===== src/design/slir_pkg.sv =====
// Shared types and constants for the list insert and reverse block.
package slir_pkg;

    localparam int POS_W = 6;
    localparam int VAL_W = 32;
    localparam int CNT_W = 6;
    localparam int EXT_W = 64;

    typedef enum logic [1:0] {
        CMD_INSERT  = 2'd0,
        CMD_REVERSE = 2'd1,
        CMD_SHOW    = 2'd2,
        CMD_NOP     = 2'd3
    } cmd_t;

    typedef enum logic [1:0] {
        ST_OK      = 2'd0,
        ST_BAD_POS = 2'd1,
        ST_FULL    = 2'd2,
        ST_EMPTY   = 2'd3
    } status_t;

    typedef enum logic [3:0] {
        S_IDLE,
        S_DECODE,
        S_SHIFT_FIRST,
        S_SHIFT,
        S_PLACE,
        S_REV_RD_LO,
        S_REV_RD_HI,
        S_REV_WR_HI,
        S_REV_WR_LO,
        S_SHOW_RD,
        S_SHOW_EMIT,
        S_RESP
    } state_t;

    typedef enum logic [2:0] {
        RD_LO,
        RD_LO_P1,
        RD_HI,
        RD_HI_M1,
        RD_HI_M2
    } rd_sel_t;

    typedef enum logic [1:0] {
        WR_HI_RDATA,
        WR_HI_HOLD,
        WR_LO_RDATA,
        WR_POS_VAL
    } wr_sel_t;

    typedef struct packed {
        logic    load;
        logic    rd_en;
        rd_sel_t rd_sel;
        logic    wr_en;
        wr_sel_t wr_sel;
        logic    hold_en;
        logic    lo_inc;
        logic    hi_dec;
        logic    len_inc;
        logic    out_load;
        status_t out_status;
        logic    out_elem;
        logic    out_last;
    } dp_cmd_t;

    typedef struct packed {
        cmd_t cmd;
        logic bad_pos;
        logic full;
        logic empty;
        logic lt_two;
        logic hi_at_pos;
        logic shift_more;
        logic rev_more;
        logic show_last;
        logic out_free;
    } dp_sts_t;

endpackage


===== src/design/slir_if.sv =====
// Request and response channel interfaces.
interface slir_req_if import slir_pkg::*; ();
    logic                    valid;
    logic                    ready;
    logic [1:0]              cmd;
    logic [POS_W-1:0]        position;
    logic signed [VAL_W-1:0] value;

    modport source (output valid, output cmd, output position, output value, input ready);
    modport sink (input valid, input cmd, input position, input value, output ready);
endinterface

interface slir_rsp_if import slir_pkg::*; ();
    logic                    valid;
    logic                    ready;
    logic [1:0]              status;
    logic signed [VAL_W-1:0] element;
    logic [CNT_W-1:0]        count;
    logic                    last;

    modport source (output valid, output status, output element, output count, output last,
                    input ready);
    modport sink (input valid, input status, input element, input count, input last,
                  output ready);
endinterface


===== src/design/slir_ctrl.sv =====
// Command sequencer for the list insert and reverse block.
module slir_ctrl import slir_pkg::*;
(
    input  logic    clk,
    input  logic    rst_n,
    input  logic    req_valid,
    output logic    req_ready,
    input  dp_sts_t sts,
    output dp_cmd_t cmd
);

    state_t  state_reg;
    state_t  state_next;
    status_t rsp_reg;
    status_t rsp_next;

    always_ff @(posedge clk or negedge rst_n)
    begin
        if (!rst_n)
        begin
            state_reg <= S_IDLE;
            rsp_reg   <= ST_OK;
        end
        else
        begin
            state_reg <= state_next;
            rsp_reg   <= rsp_next;
        end
    end

    always_comb
    begin
        state_next = state_reg;
        rsp_next   = rsp_reg;
        cmd        = '0;
        req_ready  = 1'b0;
        unique case (state_reg)
            S_IDLE:
            begin
                req_ready = 1'b1;
                if (req_valid)
                begin
                    cmd.load   = 1'b1;
                    state_next = S_DECODE;
                end
            end
            S_DECODE:
            begin
                unique case (sts.cmd)
                    CMD_INSERT:
                    begin
                        priority if (sts.bad_pos)
                        begin
                            rsp_next   = ST_BAD_POS;
                            state_next = S_RESP;
                        end
                        else if (sts.full)
                        begin
                            rsp_next   = ST_FULL;
                            state_next = S_RESP;
                        end
                        else if (sts.hi_at_pos)
                        begin
                            state_next = S_PLACE;
                        end
                        else
                        begin
                            state_next = S_SHIFT_FIRST;
                        end
                    end
                    CMD_REVERSE:
                    begin
                        rsp_next = ST_OK;
                        if (sts.lt_two)
                        begin
                            state_next = S_RESP;
                        end
                        else
                        begin
                            cmd.hi_dec = 1'b1;
                            state_next = S_REV_RD_LO;
                        end
                    end
                    CMD_SHOW:
                    begin
                        if (sts.empty)
                        begin
                            rsp_next   = ST_EMPTY;
                            state_next = S_RESP;
                        end
                        else
                        begin
                            state_next = S_SHOW_RD;
                        end
                    end
                    CMD_NOP:
                    begin
                        rsp_next   = ST_OK;
                        state_next = S_RESP;
                    end
                endcase
            end
            S_SHIFT_FIRST:
            begin
                cmd.rd_en  = 1'b1;
                cmd.rd_sel = RD_HI_M1;
                state_next = S_SHIFT;
            end
            S_SHIFT:
            begin
                // move one element up, fetch the one below it
                cmd.wr_en  = 1'b1;
                cmd.wr_sel = WR_HI_RDATA;
                cmd.hi_dec = 1'b1;
                if (sts.shift_more)
                begin
                    cmd.rd_en  = 1'b1;
                    cmd.rd_sel = RD_HI_M2;
                end
                else
                begin
                    state_next = S_PLACE;
                end
            end
            S_PLACE:
            begin
                cmd.wr_en   = 1'b1;
                cmd.wr_sel  = WR_POS_VAL;
                cmd.len_inc = 1'b1;
                rsp_next    = ST_OK;
                state_next  = S_RESP;
            end
            S_REV_RD_LO:
            begin
                cmd.rd_en  = 1'b1;
                cmd.rd_sel = RD_LO;
                state_next = S_REV_RD_HI;
            end
            S_REV_RD_HI:
            begin
                cmd.hold_en = 1'b1;
                cmd.rd_en   = 1'b1;
                cmd.rd_sel  = RD_HI;
                state_next  = S_REV_WR_HI;
            end
            S_REV_WR_HI:
            begin
                cmd.wr_en  = 1'b1;
                cmd.wr_sel = WR_HI_HOLD;
                state_next = S_REV_WR_LO;
            end
            S_REV_WR_LO:
            begin
                cmd.wr_en  = 1'b1;
                cmd.wr_sel = WR_LO_RDATA;
                cmd.lo_inc = 1'b1;
                cmd.hi_dec = 1'b1;
                if (sts.rev_more)
                begin
                    cmd.rd_en  = 1'b1;
                    cmd.rd_sel = RD_LO_P1;
                    state_next = S_REV_RD_HI;
                end
                else
                begin
                    state_next = S_RESP;
                end
            end
            S_SHOW_RD:
            begin
                cmd.rd_en  = 1'b1;
                cmd.rd_sel = RD_LO;
                state_next = S_SHOW_EMIT;
            end
            S_SHOW_EMIT:
            begin
                if (sts.out_free)
                begin
                    cmd.out_load   = 1'b1;
                    cmd.out_status = ST_OK;
                    cmd.out_elem   = 1'b1;
                    cmd.out_last   = sts.show_last;
                    if (sts.show_last)
                    begin
                        state_next = S_IDLE;
                    end
                    else
                    begin
                        cmd.lo_inc = 1'b1;
                        cmd.rd_en  = 1'b1;
                        cmd.rd_sel = RD_LO_P1;
                    end
                end
            end
            S_RESP:
            begin
                if (sts.out_free)
                begin
                    cmd.out_load   = 1'b1;
                    cmd.out_status = rsp_reg;
                    cmd.out_last   = 1'b1;
                    state_next     = S_IDLE;
                end
            end
            default:
            begin
                state_next = S_IDLE;
            end
        endcase
    end

endmodule


===== src/design/slir_dp.sv =====
// Element store, list indexes and response register.
module slir_dp import slir_pkg::*;
#(
    parameter int CAPACITY      = 32,
    parameter int ELEMENT_WIDTH = 32
)
(
    input  logic                    clk,
    input  logic                    rst_n,
    input  dp_cmd_t                 cmd,
    output dp_sts_t                 sts,
    input  logic [1:0]              req_cmd,
    input  logic [POS_W-1:0]        req_position,
    input  logic signed [VAL_W-1:0] req_value,
    output logic                    rsp_valid,
    input  logic                    rsp_ready,
    output logic [1:0]              rsp_status,
    output logic signed [VAL_W-1:0] rsp_element,
    output logic [CNT_W-1:0]        rsp_count,
    output logic                    rsp_last
);

    localparam int AW = (CAPACITY > 1) ? $clog2(CAPACITY) : 1;
    localparam int LW = $clog2(CAPACITY + 1);
    localparam int CW = (LW > POS_W) ? LW : POS_W;

    logic [ELEMENT_WIDTH-1:0] mem [CAPACITY];

    cmd_t                     cmd_reg, cmd_next;
    logic [POS_W-1:0]         pos_reg, pos_next;
    logic [ELEMENT_WIDTH-1:0] val_reg, val_next;
    logic [LW-1:0]            len_reg, len_next;
    logic [LW-1:0]            lo_reg, lo_next;
    logic [LW-1:0]            hi_reg, hi_next;
    logic [ELEMENT_WIDTH-1:0] hold_reg, hold_next;
    logic [ELEMENT_WIDTH-1:0] rdata_reg;

    logic                     out_valid_reg, out_valid_next;
    status_t                  out_status_reg, out_status_next;
    logic [VAL_W-1:0]         out_element_reg, out_element_next;
    logic [CNT_W-1:0]         out_count_reg, out_count_next;
    logic                     out_last_reg, out_last_next;

    logic [LW-1:0]            rd_full, wr_full;
    logic [AW-1:0]            rd_addr, wr_addr;
    logic [ELEMENT_WIDTH-1:0] wr_data;
    logic signed [EXT_W-1:0]  wide;
    logic [CW-1:0]            pos_c, len_c, hi_c;

    always_comb
    begin
        unique case (cmd.rd_sel)
            RD_LO:    rd_full = lo_reg;
            RD_LO_P1: rd_full = lo_reg + LW'(1);
            RD_HI:    rd_full = hi_reg;
            RD_HI_M1: rd_full = hi_reg - LW'(1);
            RD_HI_M2: rd_full = hi_reg - LW'(2);
            default:  rd_full = lo_reg;
        endcase
        unique case (cmd.wr_sel)
            WR_HI_RDATA:
            begin
                wr_full = hi_reg;
                wr_data = rdata_reg;
            end
            WR_HI_HOLD:
            begin
                wr_full = hi_reg;
                wr_data = hold_reg;
            end
            WR_LO_RDATA:
            begin
                wr_full = lo_reg;
                wr_data = rdata_reg;
            end
            WR_POS_VAL:
            begin
                wr_full = LW'(pos_reg);
                wr_data = val_reg;
            end
        endcase
    end

    assign rd_addr = rd_full[AW-1:0];
    assign wr_addr = wr_full[AW-1:0];

    always_ff @(posedge clk)
    begin
        if (cmd.wr_en)
        begin
            mem[wr_addr] <= wr_data;
        end
        if (cmd.rd_en)
        begin
            rdata_reg <= mem[rd_addr];
        end
    end

    assign wide = EXT_W'($signed(rdata_reg));

    always_comb
    begin
        cmd_next         = cmd_reg;
        pos_next         = pos_reg;
        val_next         = val_reg;
        len_next         = len_reg;
        lo_next          = lo_reg;
        hi_next          = hi_reg;
        hold_next        = hold_reg;
        out_valid_next   = out_valid_reg;
        out_status_next  = out_status_reg;
        out_element_next = out_element_reg;
        out_count_next   = out_count_reg;
        out_last_next    = out_last_reg;
        if (cmd.load)
        begin
            cmd_next = cmd_t'(req_cmd);
            pos_next = req_position;
            val_next = ELEMENT_WIDTH'(req_value);
            lo_next  = '0;
            hi_next  = len_reg;
        end
        if (cmd.lo_inc)
        begin
            lo_next = lo_reg + LW'(1);
        end
        if (cmd.hi_dec)
        begin
            hi_next = hi_reg - LW'(1);
        end
        if (cmd.len_inc)
        begin
            len_next = len_reg + LW'(1);
        end
        if (cmd.hold_en)
        begin
            hold_next = rdata_reg;
        end
        if (cmd.out_load)
        begin
            out_valid_next   = 1'b1;
            out_status_next  = cmd.out_status;
            out_element_next = cmd.out_elem ? wide[VAL_W-1:0] : '0;
            out_count_next   = CNT_W'(len_reg);
            out_last_next    = cmd.out_last;
        end
        else if (rsp_ready)
        begin
            out_valid_next = 1'b0;
        end
    end

    always_ff @(posedge clk or negedge rst_n)
    begin
        if (!rst_n)
        begin
            cmd_reg       <= CMD_NOP;
            len_reg       <= '0;
            lo_reg        <= '0;
            hi_reg        <= '0;
            out_valid_reg <= 1'b0;
        end
        else
        begin
            cmd_reg       <= cmd_next;
            len_reg       <= len_next;
            lo_reg        <= lo_next;
            hi_reg        <= hi_next;
            out_valid_reg <= out_valid_next;
        end
    end

    always_ff @(posedge clk)
    begin
        pos_reg         <= pos_next;
        val_reg         <= val_next;
        hold_reg        <= hold_next;
        out_status_reg  <= out_status_next;
        out_element_reg <= out_element_next;
        out_count_reg   <= out_count_next;
        out_last_reg    <= out_last_next;
    end

    assign pos_c = CW'(pos_reg);
    assign len_c = CW'(len_reg);
    assign hi_c  = CW'(hi_reg);

    always_comb
    begin
        sts.cmd        = cmd_reg;
        sts.bad_pos    = pos_c > len_c;
        sts.full       = len_reg == LW'(CAPACITY);
        sts.empty      = len_reg == '0;
        sts.lt_two     = len_reg < LW'(2);
        sts.hi_at_pos  = hi_c == pos_c;
        sts.shift_more = (hi_c - CW'(1)) != pos_c;
        sts.rev_more   = ({1'b0, lo_reg} + (LW + 1)'(2)) < {1'b0, hi_reg};
        sts.show_last  = lo_reg == (len_reg - LW'(1));
        sts.out_free   = !out_valid_reg || rsp_ready;
    end

    assign rsp_valid   = out_valid_reg;
    assign rsp_status  = out_status_reg;
    assign rsp_element = out_element_reg;
    assign rsp_count   = out_count_reg;
    assign rsp_last    = out_last_reg;

endmodule


===== src/design/sequential_list_insert_reverse.sv =====
// Top level of the ordered list block: insert, reverse and show over a two-port element store.
// Insert moves the elements from the position up one slot, then writes the value there.
// Bad position, full list, reverse of fewer than two elements, empty show and unused command
// go straight to the response. Reverse swaps from the ends inward; show sends each element, one
// per cycle while the response side takes them. The next request is taken the cycle after
// the response is loaded; reset clears the length and control state, not the element store.
module sequential_list_insert_reverse import slir_pkg::*;
#(
    parameter int CAPACITY      = 32,
    parameter int ELEMENT_WIDTH = 32
)
(
    input  logic       clk,
    input  logic       rst_n,
    slir_req_if.sink   req,
    slir_rsp_if.source rsp
);

    dp_cmd_t dp_cmd;
    dp_sts_t dp_sts;

    slir_ctrl u_ctrl
    (
        .clk       (clk),
        .rst_n     (rst_n),
        .req_valid (req.valid),
        .req_ready (req.ready),
        .sts       (dp_sts),
        .cmd       (dp_cmd)
    );

    slir_dp
    #(
        .CAPACITY      (CAPACITY),
        .ELEMENT_WIDTH (ELEMENT_WIDTH)
    )
    u_dp
    (
        .clk          (clk),
        .rst_n        (rst_n),
        .cmd          (dp_cmd),
        .sts          (dp_sts),
        .req_cmd      (req.cmd),
        .req_position (req.position),
        .req_value    (req.value),
        .rsp_valid    (rsp.valid),
        .rsp_ready    (rsp.ready),
        .rsp_status   (rsp.status),
        .rsp_element  (rsp.element),
        .rsp_count    (rsp.count),
        .rsp_last     (rsp.last)
    );

`ifndef SYNTHESIS
    a_accept_busy: assert property (@(posedge clk) disable iff (!rst_n)
        req.valid && req.ready |=> !req.ready)
        else $error("request taken while a previous one is in progress");

    a_no_overwrite: assert property (@(posedge clk) disable iff (!rst_n)
        dp_cmd.out_load |-> dp_sts.out_free)
        else $error("response register overwritten before it was taken");

    a_idle_no_write: assert property (@(posedge clk) disable iff (!rst_n)
        req.ready |-> !dp_cmd.wr_en)
        else $error("element store written while idle");
`endif

endmodule


===== src/flat_wrapper.sv =====
// flat-port wrapper written by rule: the top's interface ports become plain ports
module sequential_list_insert_reverse_flat import slir_pkg::*;
#(
    parameter int CAPACITY      = 32,
    parameter int ELEMENT_WIDTH = 32
)
  (clk, rst_n, req_valid, req_cmd, req_position, req_value, req_ready, rsp_valid, rsp_status, rsp_element, rsp_count, rsp_last, rsp_ready);
  slir_req_if req_i ();
  slir_rsp_if rsp_i ();
  input  logic clk;
  input  logic rst_n;
  input wire logic [$bits(req_i.valid)-1:0] req_valid;
  input wire logic [$bits(req_i.cmd)-1:0] req_cmd;
  input wire logic [$bits(req_i.position)-1:0] req_position;
  input wire logic [$bits(req_i.value)-1:0] req_value;
  output wire logic [$bits(req_i.ready)-1:0] req_ready;
  output wire logic [$bits(rsp_i.valid)-1:0] rsp_valid;
  output wire logic [$bits(rsp_i.status)-1:0] rsp_status;
  output wire logic [$bits(rsp_i.element)-1:0] rsp_element;
  output wire logic [$bits(rsp_i.count)-1:0] rsp_count;
  output wire logic [$bits(rsp_i.last)-1:0] rsp_last;
  input wire logic [$bits(rsp_i.ready)-1:0] rsp_ready;
  assign req_i.valid = req_valid;
  assign req_i.cmd = req_cmd;
  assign req_i.position = req_position;
  assign req_i.value = req_value;
  assign req_ready = req_i.ready;
  assign rsp_valid = rsp_i.valid;
  assign rsp_status = rsp_i.status;
  assign rsp_element = rsp_i.element;
  assign rsp_count = rsp_i.count;
  assign rsp_last = rsp_i.last;
  assign rsp_i.ready = rsp_ready;
  sequential_list_insert_reverse #(.CAPACITY(CAPACITY), .ELEMENT_WIDTH(ELEMENT_WIDTH)) u_core (.clk(clk), .rst_n(rst_n), .req(req_i), .rsp(rsp_i));
endmodule

===== config.mk =====
export PLATFORM = sky130hd
export DESIGN_NAME = sequential_list_insert_reverse_flat
export DESIGN_NICKNAME = d
export VERILOG_FILES = /design/src/design/slir_pkg.sv /design/src/design/slir_if.sv /design/src/design/slir_ctrl.sv /design/src/design/slir_dp.sv /design/src/design/sequential_list_insert_reverse.sv /design/src/flat_wrapper.sv
export SDC_FILE = /design/constraint.sdc
export NUM_CORES = 2
export LEC_CHECK = 0
export BUFFER_PORTS_ARGS = -buffer_cell sky130_fd_sc_hd__buf_2
export CAP_MARGIN = 5
export CORE_MARGIN = 3
export CORE_UTILIZATION = 35
export DETAILED_ROUTE_END_ITERATION = 10
export PLACE_DENSITY = 0.52
export SYNTH_ARGS = -nofsm -noshare
export SYNTH_HDL_FRONTEND = slang
export SYNTH_HIERARCHICAL = 1
export SYNTH_SLANG_ARGS = --single-unit

===== constraint.sdc =====
create_clock -name clk -period 12 [get_ports clk]
set_clock_uncertainty 0.05 [all_clocks]
set_input_delay 0.6 -clock clk [delete_from_list [all_inputs] [get_ports clk]]
set_output_delay 0.6 -clock clk [all_outputs]
set_load 0.01 [all_outputs]

== Word-level counts from Yosys, hierarchy flattened ==
Memory sizes are Yosys's and may differ from the RTL's. A register that Yosys moved wholly into a read port is not among the register bits.
Cells that the tools add are included.
W data, S select, Z words.

* Word-level logic and storage cells: 125
* Bits in writable memories: 1024
* Memories kept: 1
* Register bits: 138

{| class="wikitable"
|+ Memories
! name !! words !! width !! rd ports !! clocked after Yosys merged registers in !! write ports !! RTL line !! source
|-
| u_core.u_dp.mem || 32 || 32 || 1 || 1 || 1 || slir_dp.sv:27 || <nowiki>logic [ELEMENT_WIDTH-1:0] mem [CAPACITY];</nowiki>
|}

* Equality and inequality tests: 32
* Order comparisons: 3
* Add/sub/neg operators: 6
* Muxes and demuxes: 52
* Reduce and logical (&&, ||, !) cells: 17

{| class="wikitable"
|+ Operators by type and width
! kind !! number
|-
| $pmux W32 S3 || 1
|-
| $mux W4 || 13
|-
| $pmux W4 S12 || 1
|-
| $mux W6 || 4
|-
| $pmux W4 S6 || 1
|-
| $pmux W5 S4 || 1
|-
| $eq A4 B3 Y1 const B || 4
|-
| $eq A4 B4 Y1 const B || 4
|-
| $pmux W4 S4 || 1
|-
| $mux W1 || 15
|-
| $pmux W5 S3 || 1
|-
| $add A6 B1 Y6 const B || 2
|-
| $eq A6 B6 Y1 || 2
|-
| $pmux W3 S4 || 1
|-
| $sub A6 B1 Y6 const B || 2
|-
| $reduce_or A2 Y1 || 5
|-
| $eq A2 B2 Y1 const B || 4
|-
| $eq A4 B2 Y1 const B || 2
|-
| $mux W2 || 4
|-
| $reduce_bool A2 Y1 || 4
|-
| $add A6 B2 Y7 const B || 1
|-
| $lt A7 B6 Y1 || 1
|-
| $eq A3 B2 Y1 const B || 2
|-
| $eq A6 B6 Y1 const B || 1
|-
| other kinds (25) || 33
|}

== Depth between registers and ports, before layout ==
* Depth in word-level cells: 7
* Depth in mapped cells: 25
* Mapped depth without buffers: 18

== Modules after synthesis ==
The synthesis kept the hierarchy.

{| class="wikitable"
|+ Modules (own cells, without submodules)
! module !! area each (µm²) !! instances !! cells each
|-
| slir_dp || 48071.1 || 1 || 3085
|-
| slir_ctrl || 673.1 || 1 || 94
|}

== Least setup slack after synthesis ==
No wires, ideal clock.

* Path type: register to register
* Start point: register u_core.u_dp.lo_reg[1]
* End point: register u_core.u_dp.rdata_reg[10] (read register of u_core.u_dp.mem) (data pin)
* Path buffers: 3
* Required time: 11685 ps
* Cell stages (with the launch flop): 20
* Data arrival time: 4166 ps
* Slack: 7519 ps
* Cell sequence: dfrtp_1 -> ha_1 -> xor2_1 -> ha_1 -> nor2b_1 -> o21ai_0 -> nand2b_1 -> a211oi_1 -> a21oi_1 -> nor4_1 -> buf_4 -> buf_6 -> nand3b_1 -> o211ai_1 -> a221oi_4 -> buf_2 -> mux4_2 -> mux2_2 -> o32ai_1 -> nor3_2

{| class="wikitable"
|+ RTL lines
! what !! RTL line !! source
|-
| from (decl) || slir_dp.sv:33 || <nowiki>logic [LW-1:0] lo_reg, lo_next;</nowiki>
|-
| from (signal assigned) || slir_dp.sv:167 || <nowiki>lo_reg <= lo_next;</nowiki>
|-
| to (decl) || slir_dp.sv:36 || <nowiki>logic [ELEMENT_WIDTH-1:0] rdata_reg;</nowiki>
|}

==> flow_metrics.env <==
export IMPL_outcome="finished clean"
export IMPL_largest_register_ffs=1024
export IMPL_r2r_cells=20
export IMPL_finalCritPeriodShare_pct=57.93
export IMPL_initialDrtViolationCount=2872
export IMPL_synth_xor_area_share_pct=0.6289
export IMPL_clock_fmax_ghz=0.1439
export IMPL_drc=0
export IMPL_diodes=0
export IMPL_cts_reportedPaths_clkPinSlew_ns=0.07
export IMPL_cts_sinks=1194
export IMPL_gp_congestion=0.7908
export IMPL_tightestPinTransition_ns=1.328
export IMPL_slowest_delay_ns=0.87
export IMPL_clkLatencyLatePin_ns=0.74
export IMPL_grt_remaining_overflow=0
export IMPL_regArea_mm2=0.03572
export IMPL_synthMuxAreaShare_pct=4.685
export IMPL_reg2reg_from="u_core/u_dp/lo_reg[2]$_DFFE_PN0P_"
export IMPL_grt_usage_pct=20.03
export IMPL_min_path_cells=1
export IMPL_ys_seq_area_share_pct=73.28
export IMPL_core_mm2=0.1378
export IMPL_first_pass_iters=5
export IMPL_start_kind="flip-flop"
export IMPL_hold_path_class="input pin to flip-flop"
export IMPL_die_y_um=379.2
export IMPL_rr_endpoint="u_core/u_dp/rdata_reg[12]$_DFFE_PP_"
export IMPL_relSlewSlack_pct=11.49
export IMPL_clockBufferDepth=3
export IMPL_maxSlewViolCount=0
export IMPL_multiInputGateArea_mm2=0.01225
export IMPL_wl_um=145500
export IMPL_synth_top_cell_area_share_pct=71.89
export IMPL_synth_top_family_by_area="compound AO/OA/AOI/OAI gates"
export IMPL_required_ns=12.48
export IMPL_cts_resized=0
export IMPL_syn_area_per_cell_um2=15.33
export IMPL_end_kind="flip-flop"
export IMPL_synthAdderAreaFrac_pct=0.4877
export IMPL_synthCells=3179
export IMPL_synthTopCellsByArea="edfxtp_1 (72%), nand2_1 (4.2%), a311oi_1 (3.4%)"
export IMPL_syn_nets=3242
export IMPL_critPathTopFamily="buffers and inverters"
export IMPL_ys_ff_latch=1194
export IMPL_path_max_fanout=64
export IMPL_via_per_inst=5.594
export IMPL_final_cells=5185
export IMPL_start_util_pct=35.36
export IMPL_criticalPathCategory="flip-flop to flip-flop"
export IMPL_portBuffers=86
export IMPL_dp_hpwl_um=76470
export IMPL_synth_simple_gate_area_share_pct=8.622
export IMPL_rows=136
export IMPL_rsz0062_at_grt="false"
export IMPL_ys_types=80
export IMPL_wl_per_cell_um=28.06
export IMPL_syn2layout_area_growth_pct=14.01
export IMPL_whs_endpoint="u_core/u_dp/val_reg[25]$_DFFE_PP_"
export IMPL_hold_ws_ns=0.08265
export IMPL_numCtsBuffers=120
export IMPL_yosysTopAreaCell="edfxtp_1"
export IMPL_ys_warn_count=6
export IMPL_drv_cap=0
export IMPL_fillers=12600
export IMPL_arrival_ns=7.44
export IMPL_synth_area_mm2=0.04874
export IMPL_startpoint="u_core/u_dp/lo_reg[2]$_DFFE_PN0P_"
export IMPL_ff2ff_setup_slack_ns=5.05
export IMPL_ant_nets=0
export IMPL_setup_viol=0
export IMPL_largest_register="u_core/u_dp/mem"
export IMPL_grt_start_max_net_pins=143
export IMPL_fp_dieArea_mm2=0.1438
export IMPL_die_width_um=379.2
export IMPL_finalSetupTns_ns=0
export IMPL_min_period_ns=6.951
export IMPL_synth_edf_count=1167
export IMPL_layout_drive_gt1_share_pct=15.66
export IMPL_grt_pass1_wl_um=207000
export IMPL_synth_compound_area_share_pct=9.708
export IMPL_cts_hold_buffers=36
export IMPL_htreeDepth=3
export IMPL_grt_pass1_vias=27860
export IMPL_dominantRegCellSynth="edfxtp_1"
export IMPL_slowest_stage="nor2_4"
export IMPL_antenna_found_initial=1
export IMPL_hold_path_startpoint="req_value[25]"
export IMPL_async_flop_share_pct=2.261
export IMPL_hold_viol_final=0
export IMPL_crit_buf_inv=4
export IMPL_cts_tree="yes"
export IMPL_cts_root_buffer="clkbuf_16"
export IMPL_nNetsFinal=3353
export IMPL_via_count=29000
export IMPL_cpMostUsedCell="buf_4"
export IMPL_dp_cells=4921
export IMPL_path_cells="ha_1, xor2_1, ha_1, nor2b_1, o21ai_0, nand2b_1, a211oi_1, a21oi_1, nor4_2, buf_4, or4_1, o211ai_4, buf_4, nor2_4, buf_4, buf_4, a211oi_1, a311oi_1, a311oi_1, nor3_2"
export IMPL_cts_setup_buffers=0
export IMPL_io_pins=87
[through the flow]
step | area [um^2] | util (%) | setup WS [ns]
global route | 55570 | 40.32 | 4.623
CTS | 55470 | 40.25 | 5.084
floorplan | 48740 | - | 7.519
detailed placement | 51470 | 37.34 | 5.116
global placement | 51470 | 37.34 | 5.186
finish | 55570 | 40.32 | 5.049
[synth_stat cells (6+ instances only)]
cell type	count
nor2b_1	8
and3_1	6
nand4_1	8
a21oi_1	56
nor3_2	31
buf_8	6
and2_1	34
o32ai_1	33
nor2_1	93
a211oi_1	131
mux4_2	29
mux2_2	34
nand3_1	145
edfxtp_1	1167
o21ai_0	18
ha_1	19
nor3_1	13
xor2_1	8
xnor2_1	27
inv_1	25
clkbuf_1	110
o211ai_1	6
mux4_1	33
mux2i_1	38
nand2_1	545
nand2b_1	13
a311oi_1	189
dfrtp_1	25
buf_4	18
buf_2	92
o21a_1	131
[cell families after synthesis]
logic type / count (synthesis)
AO/OA/AOI/OAI: 607
XOR/XNOR: 35
adder cells (fa/ha/maj): 19
buffers and inverters: 259
flip-flops: 1194
multiplexers: 134
AND/OR/NAND/NOR: 931
[layer usage]
layer / track usage, % / vias to the layer above / routed length, um
met4: 6.159 / 0 / 4515
met1: 27.59 / 15020 / 62470
met3: 4.320 / 234 / 10650
li1: - / 12670 / -
met5: 0 / - / 0
met2: 31.75 / 1083 / 67870
[layout make-up]
class,count,share of cell area [%]
clock buffers,150,5.683
clock inverters,73,0.8758
inverters,26,0.1756
multi-input cells,1726,22.04
flip-flops and latches,1194,64.28
well taps,1794,4.039
repair buffers,222,2.909
[layout by cell type, fill, tap and decap left out, drive strengths merged, types with 25 or more instances in the layout]
master / instances
edfxtp: 1167
nand2: 545
a311oi: 189
buf: 186
clkbuf: 150
nand3: 145
a211oi: 131
o21a: 131
nor2: 94
clkinv: 63
mux4: 62
a21oi: 56
nor3: 44
mux2i: 38
dlygate4sd3: 36
mux2: 34
and2: 34
o32ai: 33
xnor2: 27
inv: 27
dfrtp: 25
[how the worst max path moves through the flow]
stage,slack [ns],cells after the start,endpoint
floorplan,7.52,19,u_core/u_dp/rdata_reg[10]$_DFFE_PP_
global placement,5.19,20,u_core/u_dp/rdata_reg[12]$_DFFE_PP_
detailed placement,5.12,20,u_core/u_dp/rdata_reg[12]$_DFFE_PP_
CTS,5.08,20,u_core/u_dp/rdata_reg[12]$_DFFE_PP_
global route,4.62,20,u_core/u_dp/rdata_reg[24]$_DFFE_PP_
finish,5.05,20,u_core/u_dp/rdata_reg[12]$_DFFE_PP_
Power is not shown: default switching activity piles up to over one toggle a cycle in this logic, so the estimate is an artifact.
